--- src/sv/smp_pkg.sv ---
// Shared types, codes and sizes for the SPI slave memory port.
`default_nettype none
package smp_pkg;

    // Byte store size (a power of two) and the address width it needs
    localparam int MEM_BYTES = 4096;
    localparam int ADDR_W    = $clog2(MEM_BYTES);

    // Depth of the queue between the decoder and the executor
    localparam int QUEUE_DEPTH = 2;
    localparam int QPTR_W      = $clog2(QUEUE_DEPTH);
    localparam int QCNT_W      = $clog2(QUEUE_DEPTH + 1);

    // Configuration register indexes
    localparam logic [7:0] REG_WR_DATA_OPC  = 8'd0;
    localparam logic [7:0] REG_RD_DATA_OPC  = 8'd1;
    localparam logic [7:0] REG_RD_STAT_OPC  = 8'd2;
    localparam logic [7:0] REG_WR_CTRL_OPC  = 8'd3;

    // Opcode reset values
    localparam logic [7:0] RST_WR_DATA_OPC = 8'd2;
    localparam logic [7:0] RST_RD_DATA_OPC = 8'd3;
    localparam logic [7:0] RST_RD_STAT_OPC = 8'd5;
    localparam logic [7:0] RST_WR_CTRL_OPC = 8'd1;

    // Position within a frame
    localparam logic [1:0] POS_IDLE = 2'd0;
    localparam logic [1:0] POS_CMD  = 2'd1;
    localparam logic [1:0] POS_ADDR = 2'd2;
    localparam logic [1:0] POS_DATA = 2'd3;

    // Work handed from the decoder to the executor
    localparam logic [1:0] OP_NONE   = 2'd0;
    localparam logic [1:0] OP_MEM_WR = 2'd1;
    localparam logic [1:0] OP_MEM_RD = 2'd2;
    localparam logic [1:0] OP_STATUS = 2'd3;

    typedef logic [1:0] smp_op_t;

    typedef struct packed {
        smp_op_t           op;
        logic [ADDR_W-1:0] addr;
        logic [7:0]        data;
        logic [7:0]        ctl;
        logic              bad;
    } smp_entry_t;

endpackage
`default_nettype wire

--- src/sv/smp_front.sv ---
// Decoder: configuration registers, frame tracking and command classification.
`default_nettype none
module smp_front (
    input  wire logic                clk,
    input  wire logic                rst_n,
    // configuration write channel
    input  wire logic                cfg_valid,
    output logic                     cfg_ready,
    input  wire logic [7:0]          cfg_index,
    input  wire logic [7:0]          cfg_data,
    // byte slot transfer
    input  wire logic                in_valid,
    output logic                     in_ready,
    input  wire logic                frame_start,
    input  wire logic [7:0]          in_byte,
    input  wire logic [7:0]          status_value,
    // push side of the queue
    output logic                     push_valid,
    input  wire logic                push_ready,
    output smp_pkg::smp_entry_t      push_entry
);
    import smp_pkg::*;

    logic [7:0]  wr_opc_reg, rd_opc_reg, st_opc_reg, ctl_opc_reg;
    logic [1:0]  pos_reg, pos_next;
    logic [7:0]  cmd_reg, cmd_next;
    logic [15:0] addr_reg, addr_next;
    logic [7:0]  ctl_reg, ctl_next;
    logic        is_wr, is_rd, is_st, is_ctl;
    logic        accept;
    logic [ADDR_W-1:0] addr_inc;

    assign cfg_ready  = 1'b1;
    assign in_ready   = push_ready;
    assign push_valid = in_valid;
    assign accept     = in_valid && push_ready;
    assign addr_inc   = addr_reg[ADDR_W-1:0] + 1'b1;

    // Classify the frame's command in priority order
    always_comb
    begin
        is_wr  = (cmd_reg == wr_opc_reg);
        is_rd  = !is_wr && (cmd_reg == rd_opc_reg);
        is_st  = !is_wr && !is_rd && (cmd_reg == st_opc_reg);
        is_ctl = !is_wr && !is_rd && !is_st && (cmd_reg == ctl_opc_reg);
    end

    // Work out the next frame state and the operation for this slot
    always_comb
    begin
        pos_next        = pos_reg;
        cmd_next        = cmd_reg;
        addr_next       = addr_reg;
        ctl_next        = ctl_reg;
        push_entry.op   = OP_NONE;
        push_entry.addr = addr_reg[ADDR_W-1:0];
        push_entry.data = in_byte;
        if (frame_start)
        begin
            cmd_next = in_byte;
            pos_next = POS_CMD;
        end
        else if (pos_reg != POS_IDLE)
        begin
            if (is_wr || is_rd)
            begin
                unique case (pos_reg)
                    POS_CMD:
                    begin
                        addr_next = {in_byte, 8'h00};
                        pos_next  = POS_ADDR;
                    end
                    POS_ADDR:
                    begin
                        addr_next = 16'({addr_reg[15:8], addr_reg[7:0] | in_byte}
                                        & 16'(MEM_BYTES - 1));
                        pos_next  = POS_DATA;
                    end
                    default:
                    begin
                        push_entry.op = is_wr ? OP_MEM_WR : OP_MEM_RD;
                        addr_next     = 16'(addr_inc);
                    end
                endcase
            end
            else if (is_st)
            begin
                push_entry.op   = OP_STATUS;
                push_entry.data = status_value;
            end
            else if (is_ctl && (pos_reg == POS_CMD))
            begin
                ctl_next = in_byte;
                pos_next = POS_ADDR;
            end
        end
        push_entry.ctl = ctl_next;
        push_entry.bad = (pos_next != POS_IDLE) &&
                         (cmd_next != wr_opc_reg) && (cmd_next != rd_opc_reg) &&
                         (cmd_next != st_opc_reg) && (cmd_next != ctl_opc_reg);
    end

    // Hold frame state, advance on each accepted slot
    always_ff @(posedge clk or negedge rst_n)
    begin
        if (!rst_n)
        begin
            pos_reg  <= POS_IDLE;
            cmd_reg  <= 8'h00;
            addr_reg <= 16'h0000;
            ctl_reg  <= 8'h00;
        end
        else if (accept)
        begin
            pos_reg  <= pos_next;
            cmd_reg  <= cmd_next;
            addr_reg <= addr_next;
            ctl_reg  <= ctl_next;
        end
    end

    // Load opcode registers on a configuration transfer
    always_ff @(posedge clk or negedge rst_n)
    begin
        if (!rst_n)
        begin
            wr_opc_reg  <= RST_WR_DATA_OPC;
            rd_opc_reg  <= RST_RD_DATA_OPC;
            st_opc_reg  <= RST_RD_STAT_OPC;
            ctl_opc_reg <= RST_WR_CTRL_OPC;
        end
        else if (cfg_valid && cfg_ready)
        begin
            unique case (cfg_index)
                REG_WR_DATA_OPC: wr_opc_reg  <= cfg_data;
                REG_RD_DATA_OPC: rd_opc_reg  <= cfg_data;
                REG_RD_STAT_OPC: st_opc_reg  <= cfg_data;
                REG_WR_CTRL_OPC: ctl_opc_reg <= cfg_data;
                default: ;
            endcase
        end
    end

endmodule
`default_nettype wire

--- config.mk ---
export PLATFORM = sky130hd
export DESIGN_NAME = smp_front
export DESIGN_NICKNAME = d
export VERILOG_FILES = /design/src/sv/smp_pkg.sv /design/src/sv/smp_front.sv
export SDC_FILE = /design/constraint.sdc
export NUM_CORES = 1
export LEC_CHECK = 0
export ABC_CLOCK_PERIOD_IN_PS = 4700
export BUFFER_PORTS_ARGS = -buffer_cell sky130_fd_sc_hd__buf_2
export CAP_MARGIN = 20
export CORE_MARGIN = 1.5
export CORE_UTILIZATION = 50
export CTS_CLUSTER_DIAMETER = 30
export DETAILED_ROUTE_END_ITERATION = 10
export PLACE_DENSITY_LB_ADDON = 0.3
export REMOVE_ABC_BUFFERS = 1
export SYNTH_ARGS = -nofsm -noshare
export SYNTH_HDL_FRONTEND = slang
export SYNTH_SLANG_ARGS = --single-unit
--- constraint.sdc ---
create_clock -name clk -period 4.7 [get_ports clk]
set_input_delay 0.705 -clock clk [delete_from_list [all_inputs] [get_ports clk]]
set_output_delay 0.705 -clock clk [all_outputs]
set_load 0.03 [all_outputs]
==> metrics.md <==
| Metric | Value |
|---|---|
| Total number of vias | 3093 |
| Min Hold Slack | about 0.50 ns |
| First-pass GRT wire length | 15500 microns |
| Initial Utilization | about half |
| YS warnings | 0 |
| Setup TNS | 0 ns |
| CTS tree | done |
| DIE HEIGHT | 92.2 microns |
| Mean Syn Cell Area | 10.8 sq um |
| Leak | 2.24 nW |
| Worst hold path type | input port to async pin |
| DRC viols | 0 |
| Initial antenna violation count | 0 |
| Fin nets | 474 |
| Router iterations before antenna repair | 4 |
| Total congestion overflow | 0 |
| Post-CTS sizing | 0 |
| Setup Viol. Count Final | 0 |
| Cell depth of the worst flop-to-flop path | 6 |
| Fin crit period | 3.38 ns |
| IR drop worst, VDD | roughly 0.00021 V |
| Unrepaired setup endpoints after global routing | false |
| Postcts setup bufs | 0 |
| Critical Path End | push_entry[0] |
| Largest net degree at the start of global routing | 63 |
| Peak Freq | 0.296 GHz |
| Fin. Hold Viols | 0 |
| Met3 Resource Use GR | 5.22% |
| Crit end category | output port |
| Global routing usage on met2 | 39.0% |
| Drt wl/cell | 17.7 microns |
| CTS Buffer Depth | 2 |
| # rows | 32 |
| Routed WL | 9560 microns |
| Clk sinks | 62 |
| Worst R2R Start | cmd_reg[7] |
| Fin util | around three fifths |
| Maxcap violations | 0 |
| Commonest non-fill, non-tap cell in the layout | buf_2 |
| Finished Layout Cells | between 500 and 600 |
| Post-Syn Area | 0.00398 sq mm |
| Final Skew | 0.0101 ns |
| Cell count after synthesis | 367 |
| Via density | 5.74 |
| Clk pin slew, worst setup/hold paths | 0.08 ns |
| Cts bufs inserted | 9 |
| Antenna Nets Post-Route | 0 |
| Met1 Use GR | ~30% |
| Final clock period utilization by the worst path | a little under three quarters |
| Status | complete, no violations |
| Placer Congestion | 0.894 |
| Post-Place Cells | 523 |
| Share of cells above drive strength 1 | 40.5% |
| Count of state elements after synthesis | 62 |
| CP startpoint kind | input port |
| WP data required | 3.99 ns |
| Max FFs per register | 12 |
| Post-CTS Hold Buffers | 0 |
| I/O Buffers | 70 |
| R2r endpoint | addr_reg[11] |
| Die Wd | 92.2 microns |
| Register area share after synthesis | approximately 39% |
| I/O pins | slightly above 70 |
| Most frequent cells in the layout | buf_2 (70), mux2_2 (63), dfrtp_1 (56) |
| Pins Over Slew Limit | 0 |
| PwrDens | ~350 mW/mm^2 |
| Vias in the first global route | 3064 |
| Placeable Area | 0.00773 sq mm |
| Max_slew headroom | 41.5% |
| Total power | between 1.5 and 2 mW |
| DIE AREA | 0.00850 sq mm |
| Main synth FF type | dfrtp_1 |
| GRT Total Usage | around a quarter |
| EDFF count, synth | 0 |
| Antenna Cells | 0 |
| Post-synthesis cell type count | 52 |
| H-tree depth | 3 |
| Crit path from | frame_start |
| Top Usage Layer GRT | met2 |
| P&R area growth vs syn | 16.5% |
| Dpl hpwl | 6930 microns |
| Post-synth ARST share | 100% |
| Worst endpoint data arrival time | ~2.7 ns |
| Flop-to-flop setup slack | 2.32 ns |
| Crit-path max FO | 15 |
| Worst Path Class, Setup | input port to output port |
| Starting DRC count in detailed routing | 164 |
| Worst-Margin Slew | 0.877 ns |
| Clk Latency, worst-skew pair | 0.35 ns |
| Root buf cell | clkbuf_8 |
worst max-delay path: stages:
cell     delay, ns
buf_2         0.31
mux2i_1       0.54
xor2_1        0.13
nand4_1       0.11
nor2_1        0.05
nor4_1        0.36
o41a_1        0.25
buf_2         0.21
per-layer routing:
metal	share of wire, %	wire, microns
met1	44	4170
met2	50	4750
met3	4.3	414
met4	2.4	225
met5	0	0
synth_stat cells, types with 2 or more instances:
library cell	count	area, sq um
nor3_2	2	20.0
o211ai_1	2	15.0
buf_4	3	22.5
nor4_2	4	50.1
o221a_2	4	45.0
a221oi_1	2	17.5
nand3_1	9	45.0
xor2_1	55	482
dfstp_2	6	158
nor4_1	2	12.5
a31oi_1	3	18.8
ha_1	4	50.1
xnor2_1	9	78.8
nand3b_1	3	22.5
o22ai_1	2	12.5
mux2i_1	10	100
nand4_1	14	87.6
inv_1	4	15.0
clkbuf_1	4	15.0
nand2_1	14	52.6
buf_6	2	22.5
a22oi_1	2	15.0
o311a_1	2	20.0
o21ai_1	6	30.0
mux2_2	63	709
nand2_2	2	12.5
a21oi_1	5	25.0
o21ai_0	6	30.0
nor2_1	25	93.8
buf_2	8	40.0
nand3_2	2	20.0
nor3_1	9	45.0
nand2b_1	3	18.8
dfrtp_1	56	1400
o21a_1	3	22.5
where the power goes:
group	switching (mW)	total (mW)	leakage (nW)	internal, mW
sequential	0.0644	0.641	0.797	0.577
combinational	0.211	0.364	1.31	0.152
clock	0.228	0.637	0.130	0.409
total	0.504	1.64	2.24	1.14
worst min-delay path by stage:
stage                       end  slack [ns]       start  cells past startpoint
finish              addr_reg[8]        0.50       rst_n                      2
global route         ctl_reg[1]        0.52  ctl_reg[1]                      1
CTS                  ctl_reg[1]        0.51  ctl_reg[1]                      1
detailed placement   ctl_reg[7]        0.49  ctl_reg[7]                      1
global placement     ctl_reg[2]        0.48  ctl_reg[2]                      1
floorplan           addr_reg[0]        0.41       rst_n                      0
logic make-up after synthesis:
logic type	Yosys count	share of synthesized area [%]
buffers and inverters	21	2.89
AND/OR/NAND/NOR	95	13.1
adder cells (fa/ha/maj)	4	1.26
other	1	0.0943
AO/OA/AOI/OAI	47	9.00
multiplexers	73	20.4
flip-flops	62	39.2
XOR/XNOR	64	14.1
cell type report:
class / count / area (sq um)
clock buffers: 9 / 124
repair buffers: 71 / 358
inverters: 4 / 15.0
well taps: 102 / 128
multi-input cells: 284 / 2300
clock inverters: 7 / 145
fillers: 618 / 3100
flip-flops and latches: 62 / 1560
metrics by stage:
step                      area (sq um)  setup WS [ns]
final                             4630           1.32
after global routing              4630           1.25
after CTS                         4630           1.36
after detailed placement          4360           1.37
after global placement            4360           1.42
after floorplan                   3880           2.01
No activity file was read; power rests on OpenSTA's default activity.
