**config.mk**
```make
export PLATFORM = sky130hd
export DESIGN_NAME = smp_queue
export DESIGN_NICKNAME = d
export VERILOG_FILES = /design/src/sv/smp_pkg.sv /design/src/sv/smp_queue.sv
export SDC_FILE = /design/constraint.sdc
export NUM_CORES = 1
export LEC_CHECK = 0
export ABC_CLOCK_PERIOD_IN_PS = 5200
export BUFFER_PORTS_ARGS = -buffer_cell sky130_fd_sc_hd__buf_4
export CORE_UTILIZATION = 30
export DETAILED_ROUTE_END_ITERATION = 8
export MAX_ROUTING_LAYER = met4
export PLACE_DENSITY_LB_ADDON = 0.1
export SLEW_MARGIN = 15
export SYNTH_ARGS = -nofsm -noshare
export SYNTH_HDL_FRONTEND = slang
export SYNTH_SLANG_ARGS = --single-unit
```
**constraint.sdc**
```tcl
create_clock -name clk -period 5.2 [get_ports clk]
set_clock_uncertainty 0.05 [all_clocks]
set_input_delay 1.04 -clock clk [delete_from_list [all_inputs] [get_ports clk]]
set_output_delay 1.04 -clock clk [all_outputs]
set_load 0.02 [all_outputs]
```
**src/sv/smp_pkg.sv**
```systemverilog
// Shared types, codes and sizes for the SPI slave memory port.
`default_nettype none
package smp_pkg;

    // Byte store size (a power of two) and the address width it needs
    localparam int MEM_BYTES = 4096;
    localparam int ADDR_W    = $clog2(MEM_BYTES);

    // Depth of the queue between the decoder and the executor
    localparam int QUEUE_DEPTH = 2;
    localparam int QPTR_W      = $clog2(QUEUE_DEPTH);
    localparam int QCNT_W      = $clog2(QUEUE_DEPTH + 1);

    // Configuration register indexes
    localparam logic [7:0] REG_WR_DATA_OPC  = 8'd0;
    localparam logic [7:0] REG_RD_DATA_OPC  = 8'd1;
    localparam logic [7:0] REG_RD_STAT_OPC  = 8'd2;
    localparam logic [7:0] REG_WR_CTRL_OPC  = 8'd3;

    // Opcode reset values
    localparam logic [7:0] RST_WR_DATA_OPC = 8'd2;
    localparam logic [7:0] RST_RD_DATA_OPC = 8'd3;
    localparam logic [7:0] RST_RD_STAT_OPC = 8'd5;
    localparam logic [7:0] RST_WR_CTRL_OPC = 8'd1;

    // Position within a frame
    localparam logic [1:0] POS_IDLE = 2'd0;
    localparam logic [1:0] POS_CMD  = 2'd1;
    localparam logic [1:0] POS_ADDR = 2'd2;
    localparam logic [1:0] POS_DATA = 2'd3;

    // Work handed from the decoder to the executor
    localparam logic [1:0] OP_NONE   = 2'd0;
    localparam logic [1:0] OP_MEM_WR = 2'd1;
    localparam logic [1:0] OP_MEM_RD = 2'd2;
    localparam logic [1:0] OP_STATUS = 2'd3;

    typedef logic [1:0] smp_op_t;

    typedef struct packed {
        smp_op_t           op;
        logic [ADDR_W-1:0] addr;
        logic [7:0]        data;
        logic [7:0]        ctl;
        logic              bad;
    } smp_entry_t;

endpackage
`default_nettype wire

```
**src/sv/smp_queue.sv**
```systemverilog
// Short queue of decoded operations between the decoder and the executor.
`default_nettype none
module smp_queue (
    input  wire logic                clk,
    input  wire logic                rst_n,
    input  wire logic                push_valid,
    output logic                     push_ready,
    input  wire smp_pkg::smp_entry_t push_entry,
    output logic                     pop_valid,
    input  wire logic                pop_ready,
    output smp_pkg::smp_entry_t      pop_entry
);
    import smp_pkg::*;

    smp_entry_t        slot_reg [QUEUE_DEPTH];
    logic [QPTR_W-1:0] wr_ptr_reg, rd_ptr_reg;
    logic [QCNT_W-1:0] count_reg;
    logic              do_push, do_pop;

    assign push_ready = (count_reg != QCNT_W'(QUEUE_DEPTH));
    assign pop_valid  = (count_reg != '0);
    assign pop_entry  = slot_reg[rd_ptr_reg];
    assign do_push    = push_valid && push_ready;
    assign do_pop     = pop_valid && pop_ready;

    // Store pushed entries
    always_ff @(posedge clk)
    begin
        if (do_push)
            slot_reg[wr_ptr_reg] <= push_entry;
    end

    // Advance pointers and fill count
    always_ff @(posedge clk or negedge rst_n)
    begin
        if (!rst_n)
        begin
            wr_ptr_reg <= '0;
            rd_ptr_reg <= '0;
            count_reg  <= '0;
        end
        else
        begin
            if (do_push)
                wr_ptr_reg <= (wr_ptr_reg == QPTR_W'(QUEUE_DEPTH - 1)) ? '0 : wr_ptr_reg + 1'b1;
            if (do_pop)
                rd_ptr_reg <= (rd_ptr_reg == QPTR_W'(QUEUE_DEPTH - 1)) ? '0 : rd_ptr_reg + 1'b1;
            if (do_push && !do_pop)
                count_reg <= count_reg + 1'b1;
            else if (do_pop && !do_push)
                count_reg <= count_reg - 1'b1;
        end
    end

endmodule
`default_nettype wire

```
==> qor.csv, run 1 <==
stage,metric,value,unit
worst_setup_path,worst r2r src,count_reg[0],
die,site row count,33,
logic_synthesis,Seq cells post-synth,66,
cells_and_area,"commonest non-fill, non-tap cells in the layout","buf_4 (67), edfxtp_1 (62), mux2_4 (29)",
power_and_ir_drop,Reg power frac,43.8,%
worst_setup_path,Setup CP Type,register to output port,
logic_synthesis,synth unique cells,16,
timing,fin crit share,58.3,%
clocking,"Reg clk slew, reported paths",60,ps
cells_and_area,Nets,225,
logic_synthesis,synthesized instance count,115,
clocking,"Setup Fix Bufs, Post-CTS",0,
cells_and_area,max reg flops,62,
die,# IOs,68,
global_route,grt ovf,0,
die,Die Area,9000,sq um
global_route,GRT busiest layer,met2,
die,Starting Density,31.2,%
power_and_ir_drop,Leakage,1.33,nW
worst_setup_path,Worst Path Max Fanout,32,
status,status,completed,
timing,Final TNS setup,0,ps
logic_synthesis,register area share after synthesis,75.8,%
logic_synthesis,net count after synthesis,151,
placement,Placed Instances,283,
run,max_cap viols,0,
global_route,met3 usage,2.98,%
drt,Post-Route WL,4220,um
timing,post-layout min period,3030,ps
cells_and_area,design area,3330,sq um
worst_setup_path,Crit. End Element,output port,
die,chip height,94.9,um
clocking,CTS tree,yes,
drt,detail-routed via count per cell,4.12,
placement,GP Congestion,0.652,
min_path,Hold WC Path Type,input port to asynchronous set/reset pin,
timing,fmax,0.330,GHz
timing,fin. max-slew vios,0,
cells_and_area,final cell count without fillers,298,
die,Die X,94.9,um
power_and_ir_drop,Switch Pwr,0.594,mW
clocking,Root Buffer,clkbuf_8,
placement,Final HPWL DP,2720,um
placement,placed inst area,3160,sq um
worst_setup_path,Worst Setup SP,rd_ptr_reg,
timing,Hold Fails Final Rpt,0,
global_route,largest net degree at the start of global routing,33,
clocking,number of gates resized after cts,0,
power_and_ir_drop,Pwr per Cell Area,572,nW/um^2
power_and_ir_drop,worst IR drop on VDD,0.000343,V
timing,relative slew slack,33.1,%
timing,WHS,455,ps
clocking,"Hold-fix buffers, CTS",0,
global_route,global-route wire length before repair,6000,um
power_and_ir_drop,Combinational Power Share,36.1,%
logic_synthesis,syn avg cell area,22.5,sq um
clocking,Longest Clk Path Bufs,2,
timing,final setup vio count,0,
cells_and_area,share of cells above drive strength 1,58.5,%
clocking,Sink Count,66,
timing,worst slew pin tran,1000,ps
worst_setup_path,Worst EP required,4110,ps
cells_and_area,"most common cell after layout, fill and taps aside",buf_4,
clocking,clk_lat worst skew,320,ps
global_route,gr usage total,10.0,%
clocking,htree depth,3,
clocking,CTS buffer count,9,
power_and_ir_drop,Clk pwr share,20.1,%
cells_and_area,area growth from synthesis to layout,28.9,%
drt,Pre-antenna DRT Iters,4,
global_route,met2 GRT Util,16.4,%
logic_synthesis,synthesized area,2590,sq um
worst_setup_path,Startpoint Class,register,
power_and_ir_drop,switching share of total power,31.1,%
global_route,initial antenna violation count,0,
drt,DR WL/cell,14.1,um
die,CORE AREA,8300,sq um
drt,Vias,1228,
global_route,met1 usage,10.6,%
drt,DR DRC count,0,
cells_and_area,diode count,0,
worst_setup_path,Critical Path AT,1940,ps
global_route,vias in the first global route,1233,
power_and_ir_drop,Pint,1.31,mW
logic_synthesis,Yosys warnings,0,
placement,PortBufs,67,
drt,Initial DRC Count,32,
drt,antenna-violating nets left,0,
timing,unrepaired setup endpoints after global routing,no,
==> metrics by stage <==
step | total power, mW | util (%) | setup slack [ps]
floorplan | 1.34 | - | 2280
global placement | 1.54 | 38.1 | 2500
detailed placement | 1.55 | 38.1 | 2460
CTS | 1.94 | 40.2 | 2100
global route | 2.01 | 40.2 | 2050
finish | 1.91 | 40.2 | 2170
==> area by class of cell <==
cell class / instances / area [sq um]
Timing Repair Buffer: 67 / 503
Inverter: 1 / 3.75
Multi-Input combinational cell: 44 / 559
Tap cell: 105 / 131
Clock inverter: 5 / 46.3
Fill cell: 765 / 4960
Sequential cell: 66 / 1960
Clock buffer: 10 / 128
==> final timing paths <==
check                                   to  depth (start not counted)  slack [ps]
max in group asynchronous       rd_ptr_reg                          1        4530
hold / removal                  wr_ptr_reg                          1         460
setup / recovery             pop_entry[11]                          2        2170
min in group clk              count_reg[1]                          1         460
hold reg to reg               count_reg[1]                          1         460
setup reg to reg           slot_reg[0][26]                          3        3300
==> power by group through the flow <==
stage | clock network, mW | registers (mW) | logic [mW]
floorplan | 0 | 0.772 | 0.564
global placement | 0 | 0.843 | 0.693
detailed placement | 0 | 0.853 | 0.700
CTS | 0.398 | 0.841 | 0.704
global route | 0.418 | 0.854 | 0.735
finish | 0.383 | 0.836 | 0.689
==> layer usage <==
metal  wire, um  part of all wire (%)
met5          0                     0
met4         76                   1.8
met3        187                   4.4
met2       2230                    53
met1       1720                    41
==> cells by family (layout without fill, tap and decap cells) <==
kind of cell | after synthesis | in the layout | share of synthesized area (%)
xor+xnor | 5 | 5 | 1.69
fa+ha+maj | 1 | 1 | 0.483
buf+inv | 5 | 83 | 2.90
flops | 66 | 66 | 75.8
mux | 31 | 31 | 17.7
simple gates | 7 | 7 | 1.40
==> cell usage after synthesis (all sizes together) <==
| master | instances | area share [%] |
|---|---|---|
| xnor2 | 3 | 1.0 |
| xor2 | 2 | 0.68 |
| nand2 | 2 | 0.39 |
| mux2 | 31 | 18 |
| nor2 | 2 | 0.29 |
| dfrtp | 4 | 3.9 |
| buf | 4 | 2.8 |
| and3 | 1 | 0.24 |
| ha | 1 | 0.48 |
| nand2b | 1 | 0.24 |
| or2 | 1 | 0.24 |
| edfxtp | 62 | 72 |
| inv | 1 | 0.14 |
==> critical path, stage by stage (launching register included) <==
cell     delay (ps)
dfrtp_2        1030
mux2_2          430
buf_4           160
(Power assumes the default switching activity.)
==> run 2: changes to the inputs <==
--- a/config.mk
+++ b/config.mk
@@ -5,7 +5,7 @@
 export SDC_FILE = /design/constraint.sdc
 export NUM_CORES = 1
 export LEC_CHECK = 0
-export ABC_CLOCK_PERIOD_IN_PS = 5200
+export ABC_CLOCK_PERIOD_IN_PS = 2700
 export BUFFER_PORTS_ARGS = -buffer_cell sky130_fd_sc_hd__buf_4
 export CORE_UTILIZATION = 30
 export DETAILED_ROUTE_END_ITERATION = 8
==> constraint.sdc (replaced) <==
create_clock -name clk -period 2.7 [get_ports clk]
set_clock_uncertainty 0.05 [all_clocks]
set_input_delay 0.54 -clock clk [delete_from_list [all_inputs] [get_ports clk]]
set_output_delay 0.54 -clock clk [all_outputs]
set_load 0.02 [all_outputs]
==> run 2 against run 1 <==
Compared with the run above:
- register-to-register slack got worse by 2300 ps
- power is 91% higher
- cell count grew 1.7%
- global-route usage increased by 0.49 points
- combinational power rose by 120%
- flip-flop and latch count unchanged
- setup slack got worse by 1600 ps
- sequential power increased by 77%
- clock-buffer cell count stayed put
- largest cell class unchanged
- critical path depth rose by 1
- sequential share of layout area down 0.57 points
==> qor.csv, run 2 (synthesized netlist as in run 1, its figures left out) <==
stage,metric,value,unit
die,Starting Density,31.2,%
clocking,Sink Count,66,
cells_and_area,max reg flops,62,
global_route,grt ovf,0,
timing,Hold Fails Final Rpt,0,
die,Die X,94.9,um
power_and_ir_drop,total power,3.64,mW
global_route,global-route wire length before repair,6330,um
global_route,largest net degree at the start of global routing,32,
cells_and_area,diode count,0,
timing,final setup vio count,0,
drt,Vias,1248,
worst_setup_path,Worst Setup SP,rd_ptr_reg,
drt,detail-routed via count per cell,4.12,
placement,Final HPWL DP,2920,um
timing,fmax,0.472,GHz
drt,Post-Route WL,4260,um
power_and_ir_drop,worst IR drop on VDD,0.000672,V
cells_and_area,share of cells above drive strength 1,59.6,%
worst_setup_path,Setup CP Type,register to output port,
clocking,Root Buffer,clkbuf_8,
placement,PortBufs,67,
worst_setup_path,CP max-delay cell,mux2_2,
timing,WHS,346,ps
worst_setup_path,Startpoint Class,register,
timing,worst slew pin tran,764,ps
timing,relative slew slack,49.0,%
drt,Pre-antenna DRT Iters,3,
global_route,gr usage total,10.5,%
drt,Initial DRC Count,23,
worst_setup_path,Crit. End Element,output port,
worst_setup_path,Max stage delay on crit path,380,ps
placement,GP Congestion,0.648,
timing,Final TNS setup,0,ps
die,site row count,33,
clocking,clk_lat worst skew,320,ps
die,CORE AREA,8300,sq um
worst_setup_path,CP most frequent cell,buf_4,
clocking,CTS tree,yes,
timing,post-layout min period,2120,ps
timing,fin. max-slew vios,0,
power_and_ir_drop,Pwr per Cell Area,1080,nW/um^2
min_path,min-delay src,push_entry[6],
power_and_ir_drop,Leakage,1.34,nW
clocking,"Setup Fix Bufs, Post-CTS",0,
cells_and_area,Nets,229,
worst_setup_path,Worst Path Max Fanout,19,
cells_and_area,"most common cell after layout, fill and taps aside",buf_4,
min_path,Hold WC Path Type,input port to register,
worst_setup_path,cells along the critical path,buf_4 > mux2_2 > buf_4,
global_route,vias in the first global route,1294,
drt,DR WL/cell,14.0,um
clocking,CTS buffer count,9,
cells_and_area,area growth from synthesis to layout,30.1,%
global_route,initial antenna violation count,0,
cells_and_area,"commonest non-fill, non-tap cells in the layout","buf_4 (69), edfxtp_1 (62), mux2_4 (29)",
drt,antenna-violating nets left,0,
timing,unrepaired setup endpoints after global routing,no,
clocking,htree depth,3,
die,Die Area,9000,sq um
clocking,"Reg clk slew, reported paths",70,ps
worst_setup_path,Critical Path AT,1530,ps
run,max_cap viols,0,
timing,fin crit share,78.5,%
drt,DR DRC count,0,
worst_setup_path,Worst EP required,2110,ps
worst_setup_path,worst r2r src,count_reg[0],
worst_setup_path,"delay-heaviest family, CP",buffers and inverters,
status,status,completed,
clocking,Longest Clk Path Bufs,2,
worst_setup_path,CP bufs+invs,2,
die,# IOs,68,
die,chip height,94.9,um
run 2: cell types whose count changed in the layout (fill, tap and decap cells not counted):
| cell | delta |
|---|---|
| clkinv_2 | +1 |
| clkinv_1 | -1 |
| buf_4 | +2 |
| clkinv_4 | +1 |
| dlygate4sd3_1 | +1 |
| clkinvlp_4 | +1 |
| bufinv_16 | -1 |
| buf_12 | +1 |
run 2: area by class of cell:
type	instances	area (sq um)
clock inverter	6	33.8
timing repair buffer	71	548
tap	105	131
multi-input combinational	44	559
sequential	66	1960
inverter	1	3.75
clock buffer	10	128
fill	766	4930
run 2: report_power, final:
group / switching [mW] / total, mW / internal (mW)
clock: 0.344 / 0.669 / 0.325
sequential: 0.0757 / 1.48 / 1.41
combinational: 0.752 / 1.49 / 0.736
run 2: path summary, 6_finish.rpt:
check                             endpoint  slack, ps  cells after the start
setup / recovery             pop_entry[11]        580                      3
min in group asynchronous     count_reg[0]        490                      2
max in group asynchronous       rd_ptr_reg       1990                      2
setup reg to reg           slot_reg[1][29]        970                      2
hold / removal              slot_reg[1][6]        350                      1
hold reg to reg               count_reg[1]        460                      1
run 2: through the flow:
step | cell area [sq um] | utilization [%] | cells | setup WS [ps]
after floorplan | 2590 | - | 115 | 118
after global placement | 3200 | 38.5 | 286 | 910
after detailed placement | 3200 | 38.5 | 286 | 892
after CTS | 3370 | 40.6 | 303 | 532
after global routing | 3370 | 40.6 | 303 | 501
final | 3370 | 40.6 | 303 | 580
run 2: repair_timing:
| action | CTS | global route |
|---|---|---|
| gates resized for setup | 0 | 0 |
| hold buffers | 1 | 0 |
| endpoints found under the setup margin | 0 | 0 |
| hold endpoints to repair | 4 | 0 |
run 2: worst register-to-register path, cell delays in order, from the launching register on:
cell and delay, ps:
dfrtp_1 410, nand2b_1 170, and3_2 700
run 2: per-layer routing:
layer	up-vias	track usage, %	share of wire (%)
met5	-	-	0
met4	0	6.06	2.2
met3	8	3.06	4.6
met2	39	17.6	53
met1	602	11.0	40
li1	599	-	-
